File: src/rtl/bsa_pkg.sv
package bsa_pkg;

   // bitmap word geometry
   localparam int WORD_BITS  = 8;
   localparam int WORD_SHIFT = 3;

   // field widths
   localparam int START_W = 8;
   localparam int LEN_W   = 9;
   localparam int FIRST_W = 8;

   // slot positions and word indexes inside the reachable range
   localparam int POS_W   = 10;
   localparam int WIDX_W  = POS_W - WORD_SHIFT;
   localparam int CAP_MAX = (2 ** LEN_W) - 1;

   typedef enum logic [1:0] {
      ST_OK    = 2'd0,
      ST_ZERO  = 2'd1,
      ST_FULL  = 2'd2,
      ST_RANGE = 2'd3
   } status_type;

endpackage

File: src/rtl/bsa_ram.sv
module bsa_ram #(
   parameter int WIDTH  = 8,
   parameter int DEPTH  = 32,
   parameter int ADDR_W = (DEPTH > 1) ? $clog2(DEPTH) : 1
) (
   input  logic              clock,
   input  logic              wr_en,
   input  logic [ADDR_W-1:0] wr_addr,
   input  logic [WIDTH-1:0]  wr_data,
   input  logic              rd_en,
   input  logic [ADDR_W-1:0] rd_addr,
   output logic [WIDTH-1:0]  rd_data
);

   logic [WIDTH-1:0] mem_ff [DEPTH];
   logic [WIDTH-1:0] rd_data_ff;

   always_ff @(posedge clock) begin
      if (wr_en) begin
         mem_ff[wr_addr] <= wr_data;
      end
      if (rd_en) begin
         rd_data_ff <= mem_ff[rd_addr];
      end
   end

   assign rd_data = rd_data_ff;

endmodule

File: src/rtl/bitmap_span_allocator_top.sv
// first-fit span allocator over an occupancy bitmap held in a synchronous ram
//
// request channel (req_valid / req_stall): req_mode 0 acquires req_span_length
// consecutive free slots at the lowest possible start below the capacity;
// req_mode 1 releases req_span_length slots from req_span_start
// result channel (rsp_valid / rsp_stall): rsp_status and rsp_first_slot, one
// result per request, held in an output register while rsp_stall is high
// csr channel (csr_valid / csr_ready): writes the capacity register, always ready
//
// one request is in flight at a time; the bitmap is read one 8-slot word per
// cycle through the single ram read port, then the touched words are
// read-modified-written one per cycle
//   acquire: scans words up to the hit (up to 32 at 256 slots), then marks
//            the words that the span touches; no free span ends after the scan
//   release: clears the touched words; zero count or range error: result without ram access
// the next request is taken once the result sits in the output register
// reset: capacity returns to 256 and a clearing pass writes every bitmap word
// to zero, one word a cycle, with req_stall high
// a stalled result keeps the block from finishing the following request
module bitmap_span_allocator_top #(
   parameter int SLOTS = 256
) (
   input  logic                          clock,
   input  logic                          reset,

   input  logic                          req_valid,
   output logic                          req_stall,
   input  logic                          req_mode,
   input  logic [bsa_pkg::START_W-1:0]   req_span_start,
   input  logic [bsa_pkg::LEN_W-1:0]     req_span_length,

   output logic                          rsp_valid,
   input  logic                          rsp_stall,
   output bsa_pkg::status_type           rsp_status,
   output logic [bsa_pkg::FIRST_W-1:0]   rsp_first_slot,

   input  logic                          csr_valid,
   output logic                          csr_ready,
   input  logic [bsa_pkg::LEN_W-1:0]     csr_capacity
);

   import bsa_pkg::*;

   localparam int WORDS    = (SLOTS + WORD_BITS - 1) / WORD_BITS;
   localparam int ADDR_W   = (WORDS > 1) ? $clog2(WORDS) : 1;
   localparam int SLOT_LIM = (SLOTS > CAP_MAX) ? CAP_MAX : SLOTS;

   localparam logic [POS_W-1:0]  SLOT_LIM_P   = POS_W'(SLOT_LIM);
   localparam logic [ADDR_W-1:0] LAST_ADDR    = ADDR_W'(WORDS - 1);
   localparam logic              MODE_ACQUIRE = 1'b0;

   typedef enum logic [2:0] {
      S_CLR,
      S_IDLE,
      S_SCAN,
      S_UPD,
      S_FIN
   } state_type;

   // control
   state_type          state_ff, state_in;
   logic [LEN_W-1:0]   capacity_ff, capacity_in;
   logic [ADDR_W-1:0]  clr_addr_ff, clr_addr_in;
   logic [WIDX_W-1:0]  rd_idx_ff, rd_idx_in;       // next word to read
   logic [WIDX_W-1:0]  proc_idx_ff, proc_idx_in;   // word on the ram output
   logic               pend_ff, pend_in;           // ram output holds proc word
   logic               rsp_valid_ff, rsp_valid_in;

   // per-request working values
   logic [LEN_W-1:0]   len_ff, len_in;
   logic [LEN_W-1:0]   run_ff, run_in;             // free run entering the word
   logic [POS_W-1:0]   lo_ff, lo_in;
   logic [POS_W-1:0]   hi_ff, hi_in;
   logic [WIDX_W-1:0]  last_idx_ff, last_idx_in;
   logic               set_ff, set_in;
   status_type         res_status_ff, res_status_in;
   logic [POS_W-1:0]   res_first_ff, res_first_in;

   // output register
   status_type         rsp_status_ff, rsp_status_in;
   logic [FIRST_W-1:0] rsp_first_ff, rsp_first_in;

   // ram port
   logic                 ram_wr_en;
   logic [ADDR_W-1:0]    ram_wr_addr;
   logic [WORD_BITS-1:0] ram_wr_data;
   logic                 ram_rd_en;
   logic [ADDR_W-1:0]    ram_rd_addr;
   logic [WORD_BITS-1:0] ram_rd_data;

   // datapath
   logic [POS_W-1:0]     cap_eff;
   logic                 req_acc;
   logic [POS_W-1:0]     rel_end;
   logic                 scan_found;
   logic [LEN_W-1:0]     scan_run;
   logic [POS_W-1:0]     scan_first;
   logic [POS_W-1:0]     scan_end;
   logic                 word_last;
   logic                 issue_ok;
   logic [WORD_BITS-1:0] upd_word;

   bsa_ram #(
      .WIDTH (WORD_BITS),
      .DEPTH (WORDS)
   ) u_bitmap (
      .clock   (clock),
      .wr_en   (ram_wr_en),
      .wr_addr (ram_wr_addr),
      .wr_data (ram_wr_data),
      .rd_en   (ram_rd_en),
      .rd_addr (ram_rd_addr),
      .rd_data (ram_rd_data)
   );

   // capacity above the built slot count acts as the slot count
   assign cap_eff = ({1'b0, capacity_ff} > SLOT_LIM_P) ? SLOT_LIM_P : POS_W'(capacity_ff);

   assign req_stall = (state_ff != S_IDLE);
   assign req_acc   = req_valid && !req_stall;
   assign csr_ready = 1'b1;
   assign rel_end   = POS_W'(req_span_start) + POS_W'(req_span_length);

   // first-fit scan of one bitmap word; slots at or above capacity count as used
   always_comb begin
      logic [POS_W-1:0] pos;
      logic [POS_W-1:0] hit_pos;
      logic [POS_W-1:0] word_top;
      logic [LEN_W-1:0] run;
      logic             found;
      run     = run_ff;
      found   = 1'b0;
      hit_pos = '0;
      for (int b = 0; b < WORD_BITS; b++) begin
         pos = {proc_idx_ff, WORD_SHIFT'(b)};
         if (!found) begin
            if (ram_rd_data[b] || (pos >= cap_eff)) begin
               run = '0;
            end else begin
               run = LEN_W'(run + 1'b1);
               if (run == len_ff) begin
                  found   = 1'b1;
                  hit_pos = pos;
               end
            end
         end
      end
      word_top   = {proc_idx_ff, {WORD_SHIFT{1'b1}}};
      scan_found = found;
      scan_run   = run;
      scan_first = POS_W'(hit_pos + 1'b1 - POS_W'(len_ff));
      scan_end   = POS_W'(scan_first + POS_W'(len_ff));
      word_last  = POS_W'(word_top + 1'b1) >= cap_eff;
      issue_ok   = {rd_idx_ff, {WORD_SHIFT{1'b0}}} < cap_eff;
   end

   // set or clear the part of the word inside [lo, hi)
   always_comb begin
      logic [POS_W-1:0] pos;
      for (int b = 0; b < WORD_BITS; b++) begin
         pos = {proc_idx_ff, WORD_SHIFT'(b)};
         upd_word[b] = ((pos >= lo_ff) && (pos < hi_ff)) ? set_ff : ram_rd_data[b];
      end
   end

   always_comb begin
      logic [POS_W-1:0] hi_m1;
      hi_m1         = '0;
      state_in      = state_ff;
      capacity_in   = capacity_ff;
      clr_addr_in   = clr_addr_ff;
      rd_idx_in     = rd_idx_ff;
      proc_idx_in   = proc_idx_ff;
      pend_in       = pend_ff;
      len_in        = len_ff;
      run_in        = run_ff;
      lo_in         = lo_ff;
      hi_in         = hi_ff;
      last_idx_in   = last_idx_ff;
      set_in        = set_ff;
      res_status_in = res_status_ff;
      res_first_in  = res_first_ff;
      rsp_status_in = rsp_status_ff;
      rsp_first_in  = rsp_first_ff;
      rsp_valid_in  = rsp_valid_ff && rsp_stall;

      ram_wr_en   = 1'b0;
      ram_wr_addr = ADDR_W'(proc_idx_ff);
      ram_wr_data = upd_word;
      ram_rd_en   = 1'b0;
      ram_rd_addr = ADDR_W'(rd_idx_ff);

      if (csr_valid && csr_ready) begin
         capacity_in = csr_capacity;
      end

      unique case (state_ff)
         S_CLR: begin
            ram_wr_en   = 1'b1;
            ram_wr_addr = clr_addr_ff;
            ram_wr_data = '0;
            clr_addr_in = ADDR_W'(clr_addr_ff + 1'b1);
            if (clr_addr_ff == LAST_ADDR) begin
               state_in = S_IDLE;
            end
         end

         S_IDLE: begin
            if (req_acc) begin
               len_in       = req_span_length;
               rd_idx_in    = '0;
               pend_in      = 1'b0;
               run_in       = '0;
               res_first_in = '0;
               if (req_mode == MODE_ACQUIRE) begin
                  if (req_span_length == '0) begin
                     res_status_in = ST_ZERO;
                     state_in      = S_FIN;
                  end else if (cap_eff == '0) begin
                     res_status_in = ST_FULL;
                     state_in      = S_FIN;
                  end else begin
                     state_in = S_SCAN;
                  end
               end else begin
                  if (rel_end > cap_eff) begin
                     res_status_in = ST_RANGE;
                     state_in      = S_FIN;
                  end else begin
                     res_status_in = ST_OK;
                     if (req_span_length == '0) begin
                        state_in = S_FIN;
                     end else begin
                        hi_m1       = POS_W'(rel_end - 1'b1);
                        lo_in       = POS_W'(req_span_start);
                        hi_in       = rel_end;
                        set_in      = 1'b0;
                        last_idx_in = hi_m1[POS_W-1:WORD_SHIFT];
                        rd_idx_in   = lo_in[POS_W-1:WORD_SHIFT];
                        state_in    = S_UPD;
                     end
                  end
               end
            end
         end

         S_SCAN: begin
            if (pend_ff && scan_found) begin
               // hit: mark the span, starting from the word that holds its start
               hi_m1         = POS_W'(scan_end - 1'b1);
               res_status_in = ST_OK;
               res_first_in  = scan_first;
               lo_in         = scan_first;
               hi_in         = scan_end;
               set_in        = 1'b1;
               last_idx_in   = hi_m1[POS_W-1:WORD_SHIFT];
               rd_idx_in     = scan_first[POS_W-1:WORD_SHIFT];
               pend_in       = 1'b0;
               state_in      = S_UPD;
            end else if (pend_ff && word_last) begin
               res_status_in = ST_FULL;
               res_first_in  = '0;
               pend_in       = 1'b0;
               state_in      = S_FIN;
            end else begin
               if (pend_ff) begin
                  run_in = scan_run;
               end
               // keep one word read ahead of the word being scanned
               if (issue_ok) begin
                  ram_rd_en   = 1'b1;
                  pend_in     = 1'b1;
                  proc_idx_in = rd_idx_ff;
                  rd_idx_in   = WIDX_W'(rd_idx_ff + 1'b1);
               end else begin
                  pend_in = 1'b0;
               end
            end
         end

         S_UPD: begin
            // write word k while reading word k+1, never the same entry
            if (pend_ff) begin
               ram_wr_en = 1'b1;
            end
            if (pend_ff && (proc_idx_ff == last_idx_ff)) begin
               pend_in  = 1'b0;
               state_in = S_FIN;
            end else if (rd_idx_ff <= last_idx_ff) begin
               ram_rd_en   = 1'b1;
               pend_in     = 1'b1;
               proc_idx_in = rd_idx_ff;
               rd_idx_in   = WIDX_W'(rd_idx_ff + 1'b1);
            end else begin
               pend_in = 1'b0;
            end
         end

         S_FIN: begin
            if (!rsp_valid_ff || !rsp_stall) begin
               rsp_valid_in  = 1'b1;
               rsp_status_in = res_status_ff;
               rsp_first_in  = res_first_ff[FIRST_W-1:0];
               state_in      = S_IDLE;
            end
         end

         default: begin
            state_in = S_CLR;
         end
      endcase
   end

   always_ff @(posedge clock) begin
      if (reset) begin
         state_ff     <= S_CLR;
         capacity_ff  <= LEN_W'(256);
         clr_addr_ff  <= '0;
         pend_ff      <= 1'b0;
         rsp_valid_ff <= 1'b0;
      end else begin
         state_ff     <= state_in;
         capacity_ff  <= capacity_in;
         clr_addr_ff  <= clr_addr_in;
         pend_ff      <= pend_in;
         rsp_valid_ff <= rsp_valid_in;
      end
      rd_idx_ff     <= rd_idx_in;
      proc_idx_ff   <= proc_idx_in;
      len_ff        <= len_in;
      run_ff        <= run_in;
      lo_ff         <= lo_in;
      hi_ff         <= hi_in;
      last_idx_ff   <= last_idx_in;
      set_ff        <= set_in;
      res_status_ff <= res_status_in;
      res_first_ff  <= res_first_in;
      rsp_status_ff <= rsp_status_in;
      rsp_first_ff  <= rsp_first_in;
   end

   assign rsp_valid      = rsp_valid_ff;
   assign rsp_status     = rsp_status_ff;
   assign rsp_first_slot = rsp_first_ff;

endmodule

File: config.mk
export PLATFORM = sky130hd
export DESIGN_NAME = bitmap_span_allocator_top
export DESIGN_NICKNAME = d
export VERILOG_FILES = /design/src/rtl/bsa_pkg.sv /design/src/rtl/bsa_ram.sv /design/src/rtl/bitmap_span_allocator_top.sv
export SDC_FILE = /design/constraint.sdc
export NUM_CORES = 1
export LEC_CHECK = 0
export BUFFER_PORTS_ARGS = -buffer_cell sky130_fd_sc_hd__buf_2
export CORE_MARGIN = 4
export CORE_UTILIZATION = 25
export CTS_CLUSTER_DIAMETER = 100
export DETAILED_ROUTE_END_ITERATION = 6
export PLACE_DENSITY_LB_ADDON = 0.08
export RECOVER_POWER = 25
export SYNTH_ARGS = -nofsm -noshare
export SYNTH_HDL_FRONTEND = slang
export SYNTH_SLANG_ARGS = --single-unit
File: constraint.sdc
create_clock -name clock -period 13.3 [get_ports clock]
set_input_delay 2.66 -clock clock [delete_from_list [all_inputs] [get_ports clock]]
set_output_delay 2.66 -clock clock [all_outputs]
set_load 0.05 [all_outputs]
==> results.py, run 1 <==
metrics = {
    "run_status": {
        "status": "finished, violations left",
        "violations": "capacitance limit, slew limit",
    },
    "logic_synthesis": {
        "synth_nets": 2382,
        "avgSynthCellArea_um2": 10.6,
        "yosysTopAreaCell": "edfxtp_1",
        "synth_xor_area_share_pct": 5.32,
        "yosysWarnings": 0,
        "synthAdderAreaFrac_pct": 5.42,
        "synth_top_cells_by_count": "edfxtp_1, nor2_1, nand2_1",
        "synth_top_family_by_area": "compound AO/OA/AOI/OAI gates",
        "synth_compound_area_share_pct": 18.3,
        "synth_ff_type": "edfxtp_1",
        "yosys-mux-area-fraction_pct": 7.14,
        "yosysSeqAreaShare_pct": 45.1,
        "post_synth_and_or_nand_nor_area_fraction_pct": 15.2,
        "synth_edf_count": 344,
        "synth-seq-cells": 363,
        "synth.distinct_cells": 113,
        "async_reset_ff_share_pct": 0,
        "synth.area.top_cells": "edfxtp_1, ha_1, xnor2_1, mux2i_1, mux4_2",
        "synth_most_common_cell": "edfxtp_1",
        "netlist_area_mm2": 0.0238,
        "synth_top_cell_area_share_pct": 43.5,
        "syn_inst": 2249,
    },
    "worst_setup_path": {
        "path_delay_family": "compound AO/OA/AOI/OAI gates",
        "rr_worst_depth": 51,
        "critPathRequiredTime_ns": 13.62,
        "end_kind": "flop",
        "cp_common_cell": "a21oi_1",
        "critPathSlowestCell": "or4_4",
        "reg2reg_to": "last_idx_ff[6]$_DFFE_PP_",
        "crit_arrival_ns": 12.95,
        "path_class": "flop to flop",
        "cpPeakStageDelay_ns": 0.59,
        "r2r_start": "capacity_ff[8]$_SDFFE_PP1P_",
        "rrSetupSlack_ns": 0.67,
        "worst-path-max-fanout": 12,
        "worstSetupStartpointType": "flop",
        "critPathBufInv": 4,
    },
    "route": {
        "wire_per_inst_um": 24.0,
        "drc": 0,
        "routed_via_density": 5.17,
        "vias": 18900,
        "drt-total-wl_um": 87500,
        "drt_iter0_drc": 1375,
        "ant_nets": 0,
        "dr.pass1.iters": 5,
    },
    "layout": {
        "n_fill_cell": 9762,
        "register_area_mm2": 0.0107,
        "layout-drive-gt1-share_pct": 18.0,
        "instances_no_fill": 3649,
        "syn_to_final_growth_pct": 16.9,
        "multi_input_area_mm2": 0.0126,
        "post-route-util_pct": 29.6,
        "layout.nets": 2498,
        "num_antenna_cells": 0,
    },
    "min_path": {
        "hold_class": "flop to flop",
        "holdPathEnd": "rsp_first_slot[0]$_DFFE_PP_",
        "holdCritStartpoint": "res_first_ff[0]$_SDFFCE_PN0P_",
        "whs_path_depth": 0,
    },
    "floorplanning": {
        "rows": 112,
        "dieWidth_um": 316,
        "initial_core_util_pct": 25.3,
        "ios": 45,
        "die_area_mm2": 0.100,
        "core_mm2": 0.0937,
        "die_h_um": 316,
    },
    "clock_network": {
        "clock_latency_ns": 0.58,
        "cts_buffers": 41,
        "cts_max_path_buffers": 3,
        "tritoncts": "built",
        "clk_pin_slew_ns": 0.06,
        "cts.sinks": 363,
        "htreeDepth": 2,
        "clockRootBuffer": "clkbuf_16",
    },
    "sta": {
        "relSlewSlack_pct": -439,
        "fin_crit_sh_pct": 94.9,
        "slew_violations": 208,
        "worst_pin_slew_ns": 8.09,
        "min_period_ns": 12.63,
        "timing.final.ws_setup_ns": 0.673,
        "finalClockSkew_ns": 0.0212,
        "hold_viol_final": 0,
        "fmax_mhz": 79.2,
        "setup_viol": 0,
    },
    "global_routing": {
        "grt_use_total_pct": 17.2,
        "antenna_found_initial": 0,
        "grt_pass1_wl_um": 128000,
        "grt_overflow_total": 0,
        "grt_pass1_vias": 18700,
        "grt_max_degree": 102,
    },
    "pwr": {
        "ir_drop_uv": 154,
        "p_leak_nw": 9.85,
        "total_power_mw": 4.47,
        "power_density_mw_per_mm2": 161,
    },
    "placement": {
        "post-place-ws_ns": -0.281,
        "dpl.hpwl_um": 64600,
        "place_congestion": 0.863,
        "port_buffers": 43,
        "post-place-cells": 3569,
    },
    "flow_run": {
        "maxCapViolations": 4,
    },
}
[power breakdown]
group / internal [mW] / switching, mW
Combinational: 0.616 / 1.15
Sequential: 1.53 / 0.0709
Clock: 0.621 / 0.491
Total: 2.76 / 1.71
[cell usage in the layout (no fill, tap or decap), types with 15 or more instances in the layout]
cell / instances
o21ai_0: 91
nand3_1: 68
edfxtp_1: 344
nand4_1: 34
and2_1: 16
nand2b_1: 15
clkbuf_16: 41
buf_2: 32
clkbuf_1: 23
buf_4: 138
nor4_1: 24
dfxtp_1: 19
inv_1: 83
nor2_1: 168
a21oi_1: 133
mux4_2: 32
o221ai_1: 30
or3_1: 24
mux2_2: 20
o21bai_1: 16
xor2_1: 34
o211ai_1: 17
and3_1: 26
nor3_1: 66
ha_1: 94
o22ai_1: 18
a21o_1: 22
xnor2_1: 95
mux2i_1: 73
a211oi_1: 16
or2_2: 16
nand2_1: 170
nor2b_1: 20
a31oi_1: 15
[layer usage]
layer / vias to the layer above / GRT usage, % / share of wire (%)
li1: 8912 / - / -
met3: 108 / 1.65 / 3.2
met2: 391 / 28.8 / 48
met4: 0 / 3.87 / 2.2
met1: 9468 / 24.1 / 47
met5: - / 0 / 0
[final cells by class]
cell class,count,share of cell area [%]
Multi-Input combinational cell,1681,45.2
Sequential cell,363,38.6
Tap cell,1254,5.65
Timing Repair Buffer,190,4.67
Clock buffer,48,3.86
Inverter,88,1.19
Clock inverter,25,0.798
[how the worst max path moves through the flow]
stage / from / to / slack [ns] / cells after the start
floorplan: capacity_ff[8]$_SDFFE_PP1P_ / last_idx_ff[6]$_DFFE_PP_ / 0.06 / 67
global placement: capacity_ff[8]$_SDFFE_PP1P_ / last_idx_ff[6]$_DFFE_PP_ / 0.05 / 54
detailed placement: capacity_ff[8]$_SDFFE_PP1P_ / last_idx_ff[6]$_DFFE_PP_ / -0.28 / 56
CTS: capacity_ff[8]$_SDFFE_PP1P_ / last_idx_ff[6]$_DFFE_PP_ / 0.01 / 58
global route: capacity_ff[8]$_SDFFE_PP1P_ / last_idx_ff[6]$_DFFE_PP_ / -0.006 / 57
finish: capacity_ff[8]$_SDFFE_PP1P_ / last_idx_ff[6]$_DFFE_PP_ / 0.67 / 51
[stage by stage]
stage / instance area [um^2] / hold slack (ns) / TNS (ns)
2_1_floorplan: 23800 / 0.400 / 0
3_3_place_gp: 26200 / 0.400 / 0
3_5_place_dp: 26200 / 0.405 / -0.647
4_1_cts: 27500 / 0.418 / 0
5_1_grt: 27800 / 0.431 / -0.00609
6_report: 27800 / 0.417 / 0
[timing repair]
item,CTS,global route
setup buffers,0,7
gates resized for setup,5,60
hold buffers,0,0
pin swaps,1,10
setup endpoints to repair,6,15
[state kept, by name, indices dropped and copies added (netlist names), 3 cells and up]
| signal | count |
|---|---|
| state_ff | 3 |
| hi_ff | 10 |
| clr_addr_ff | 5 |
| rsp_first_slot | 8 |
| lo_ff | 10 |
| capacity_ff | 9 |
| u_bitmap.rd_data | 8 |
| len_ff | 9 |
| proc_idx_ff | 7 |
| last_idx_ff | 7 |
| run_ff | 9 |
| rd_idx_ff | 7 |
| u_bitmap.mem_ff | 256 |
| res_first_ff | 8 |
[cell families (layout without fill, tap and decap cells)]
logic type	after synthesis	count (layout)
adders and majority gates	101	101
muxes	127	127
buffers and inverters	205	351
xor gates and xnor gates	137	137
and+or+nand+nor	717	717
AOI/OAI and AO/OA	598	598
other	1	1
DFF	363	363
Note: power is estimated with default switching activity, not from simulation.
==> run 2: changes to the inputs <==
ABC_AREA = 1   (was default)
clock period = 15.05 ns   (was 13.3 ns; I/O delays follow)
==> results.py, run 2 <==
metrics = {
    "global_routing": {
        "grt_pass1_vias": 18000,
        "grt_overflow_total": 0,
        "grt_max_degree": 77,
        "antenna_found_initial": 1,
        "grt_pass1_wl_um": 119000,
        "grt_use_total_pct": 16.6,
    },
    "clock_network": {
        "clock_latency_ns": 0.59,
        "clk_pin_slew_ns": 0.07,
        "post-cts-setup-buffers": 0,
        "hold_buffers": 0,
        "clockRootBuffer": "clkbuf_16",
        "cts-resized-gates": 0,
        "cts.sinks": 363,
        "cts_buffers": 43,
        "htreeDepth": 2,
        "cts_max_path_buffers": 3,
        "tritoncts": "built",
    },
    "pwr": {
        "total_power_mw": 4.40,
        "power_density_mw_per_mm2": 172,
        "p_leak_nw": 9.96,
        "ir_drop_uv": 85.6,
    },
    "worst_setup_path": {
        "worstSetupStartpointType": "flop",
        "end_kind": "flop",
        "path_class": "flop to flop",
        "crit_arrival_ns": 13.45,
        "critPathSlowestCell": "dfxtp_1",
        "cpPeakStageDelay_ns": 0.35,
        "worst-path-max-fanout": 17,
        "critPathRequiredTime_ns": 15.39,
        "cp_common_cell": "nand2_1",
    },
    "placement": {
        "place_congestion": 0.833,
        "post-place-cells": 3835,
        "port_buffers": 43,
        "dpl.hpwl_um": 57400,
    },
    "logic_synthesis": {
        "synth_top_cells_by_count": "nand2_1, nor2_1, edfxtp_1",
        "synth_compound_area_share_pct": 11.5,
        "synth_top_cell_area_share_pct": 45.6,
        "syn_inst": 2666,
        "synth_most_common_cell": "nand2_1",
        "post_synth_and_or_nand_nor_area_fraction_pct": 26.9,
        "synth_xor_area_share_pct": 1.92,
        "synth_nets": 2799,
        "async_reset_ff_share_pct": 0,
        "synthAdderAreaFrac_pct": 5.68,
        "avgSynthCellArea_um2": 8.49,
        "synth-seq-cells": 363,
        "netlist_area_mm2": 0.0226,
        "yosysTopAreaCell": "edfxtp_1",
        "synth.distinct_cells": 61,
        "synth.area.top_cells": "edfxtp_1, nand2_1, nor2_1, ha_1, o21ai_0",
        "synth_ff_type": "edfxtp_1",
        "yosys-mux-area-fraction_pct": 0.0442,
        "yosysSeqAreaShare_pct": 47.3,
        "yosysWarnings": 0,
        "synth_top_family_by_area": "simple AND/OR/NAND/NOR gates",
        "synth_edf_count": 344,
    },
    "run_status": {
        "violations": "capacitance limit, slew limit",
        "status": "finished, violations left",
    },
    "route": {
        "wire_per_inst_um": 20.6,
        "ant_nets": 0,
        "dr.pass1.iters": 5,
        "vias": 18600,
        "drc": 0,
        "routed_via_density": 4.75,
        "drt-total-wl_um": 80400,
        "drt_iter0_drc": 1156,
    },
    "sta": {
        "relSlewSlack_pct": -91.5,
        "rsz0062_at_grt": "false",
        "hold_viol_final": 0,
        "slew_violations": 228,
        "fmax_mhz": 76.3,
        "finalClockSkew_ns": 0.0331,
        "worst_pin_slew_ns": 2.87,
        "fin_tns_setup_ns": 0,
        "setup_viol": 0,
        "fin_crit_sh_pct": 87.1,
        "min_period_ns": 13.11,
    },
    "floorplanning": {
        "rows": 110,
        "dieWidth_um": 309,
        "core_mm2": 0.0899,
        "ios": 45,
        "die_area_mm2": 0.0955,
        "die_h_um": 309,
        "initial_core_util_pct": 25.2,
    },
    "min_path": {
        "hold_class": "flop to flop",
    },
    "layout": {
        "layout-drive-gt1-share_pct": 11.4,
        "multi_input_area_mm2": 0.0105,
        "instances_no_fill": 3910,
        "layout_common_cells": "nand2_1, nor2_1, edfxtp_1, inv_1, o21ai_0",
        "syn_to_final_growth_pct": 12.7,
        "num_antenna_cells": 0,
        "final_common_cell": "nand2_1",
        "largest-register": "u_bitmap.mem_ff",
        "register_area_mm2": 0.0107,
        "largest_reg_flops": 256,
        "post-route-util_pct": 28.4,
        "n_fill_cell": 9709,
        "layout.nets": 2837,
        "reg_top3": "u_bitmap.mem_ff (256), hi_ff (10), lo_ff (10)",
    },
    "flow_run": {
        "maxCapViolations": 7,
    },
}
==> run 2: cell types whose count changed in the layout (fill, tap and decap cells not counted), moves of 64 or more <==
cell	change
nand3_1	+126
o21ai_0	+137
buf_4	-114
nand2_1	+340
xnor2_1	-81
inv_1	+149
mux2i_1	-72
o22ai_1	+64
nor2_1	+225
==> run 2: final timing paths <==
check	cells after the start	slack, ns	start	end
max reg2reg	83	1.94	capacity_ff[1]$_SDFFE_PP0P_	last_idx_ff[6]$_DFFE_PP_
min reg2reg	0	0.42	res_first_ff[4]$_SDFFCE_PN0P_	rsp_first_slot[4]$_DFFE_PP_
min	0	0.42	res_first_ff[4]$_SDFFCE_PN0P_	rsp_first_slot[4]$_DFFE_PP_
max	83	1.94	capacity_ff[1]$_SDFFE_PP0P_	last_idx_ff[6]$_DFFE_PP_
==> run 2: stage by stage <==
stage / hold slack, ns / instance area, um^2 / setup slack [ns]
after floorplan: 0.400 / 22600 / 4.44
final: 0.418 / 25500 / 1.94
after global routing: 0.435 / 25500 / 0.662
after global placement: 0.405 / 24200 / 2.04
after detailed placement: 0.406 / 24200 / 2.05
after CTS: 0.420 / 25600 / 2.00
==> run 2: cell type report <==
class	count	area share, %
multi-input cells	1943	41.3
flip-flops and latches	363	42.0
repair buffers	75	1.61
well taps	1176	5.77
inverters	278	4.10
clock buffers	46	4.26
clock inverters	29	0.986
==> run 2: where the power goes <==
part	leakage [nW]	internal, mW	switching [mW]
Clock	0.657	0.575	0.437
Combinational	5.98	0.440	1.35
Sequential	3.32	1.49	0.103
Total	9.96	2.51	1.89
==> run 2: worst max-delay path: cells and delay by family (launching register included) <==
kind            cells  cell delay (ns)
simple gates       56             7.87
fa+ha+maj           8             2.20
compound gates      9             1.58
buf+inv             8             0.55
flops               1             0.35
xor+xnor            2             0.25
==> run 2: logic make-up (layout without fill, tap and decap cells) <==
| group | count (synthesis) | count (layout) |
|---|---|---|
| mux | 1 | 1 |
| compound gates | 467 | 467 |
| flops | 363 | 363 |
| buf+inv | 360 | 428 |
| simple gates | 1325 | 1325 |
| fa+ha+maj | 101 | 101 |
| other cells | 1 | 1 |
| xor+xnor | 48 | 48 |
==> run 2: metal layers <==
metal  vias up  global-route usage, %  share of wire (%)
met5         -                      0                  0
met4         0                   3.80                2.0
met3        79                   1.91                3.6
met2       311                   27.6                 47
met1      8967                   23.4                 48
li1       9201                      -                  -
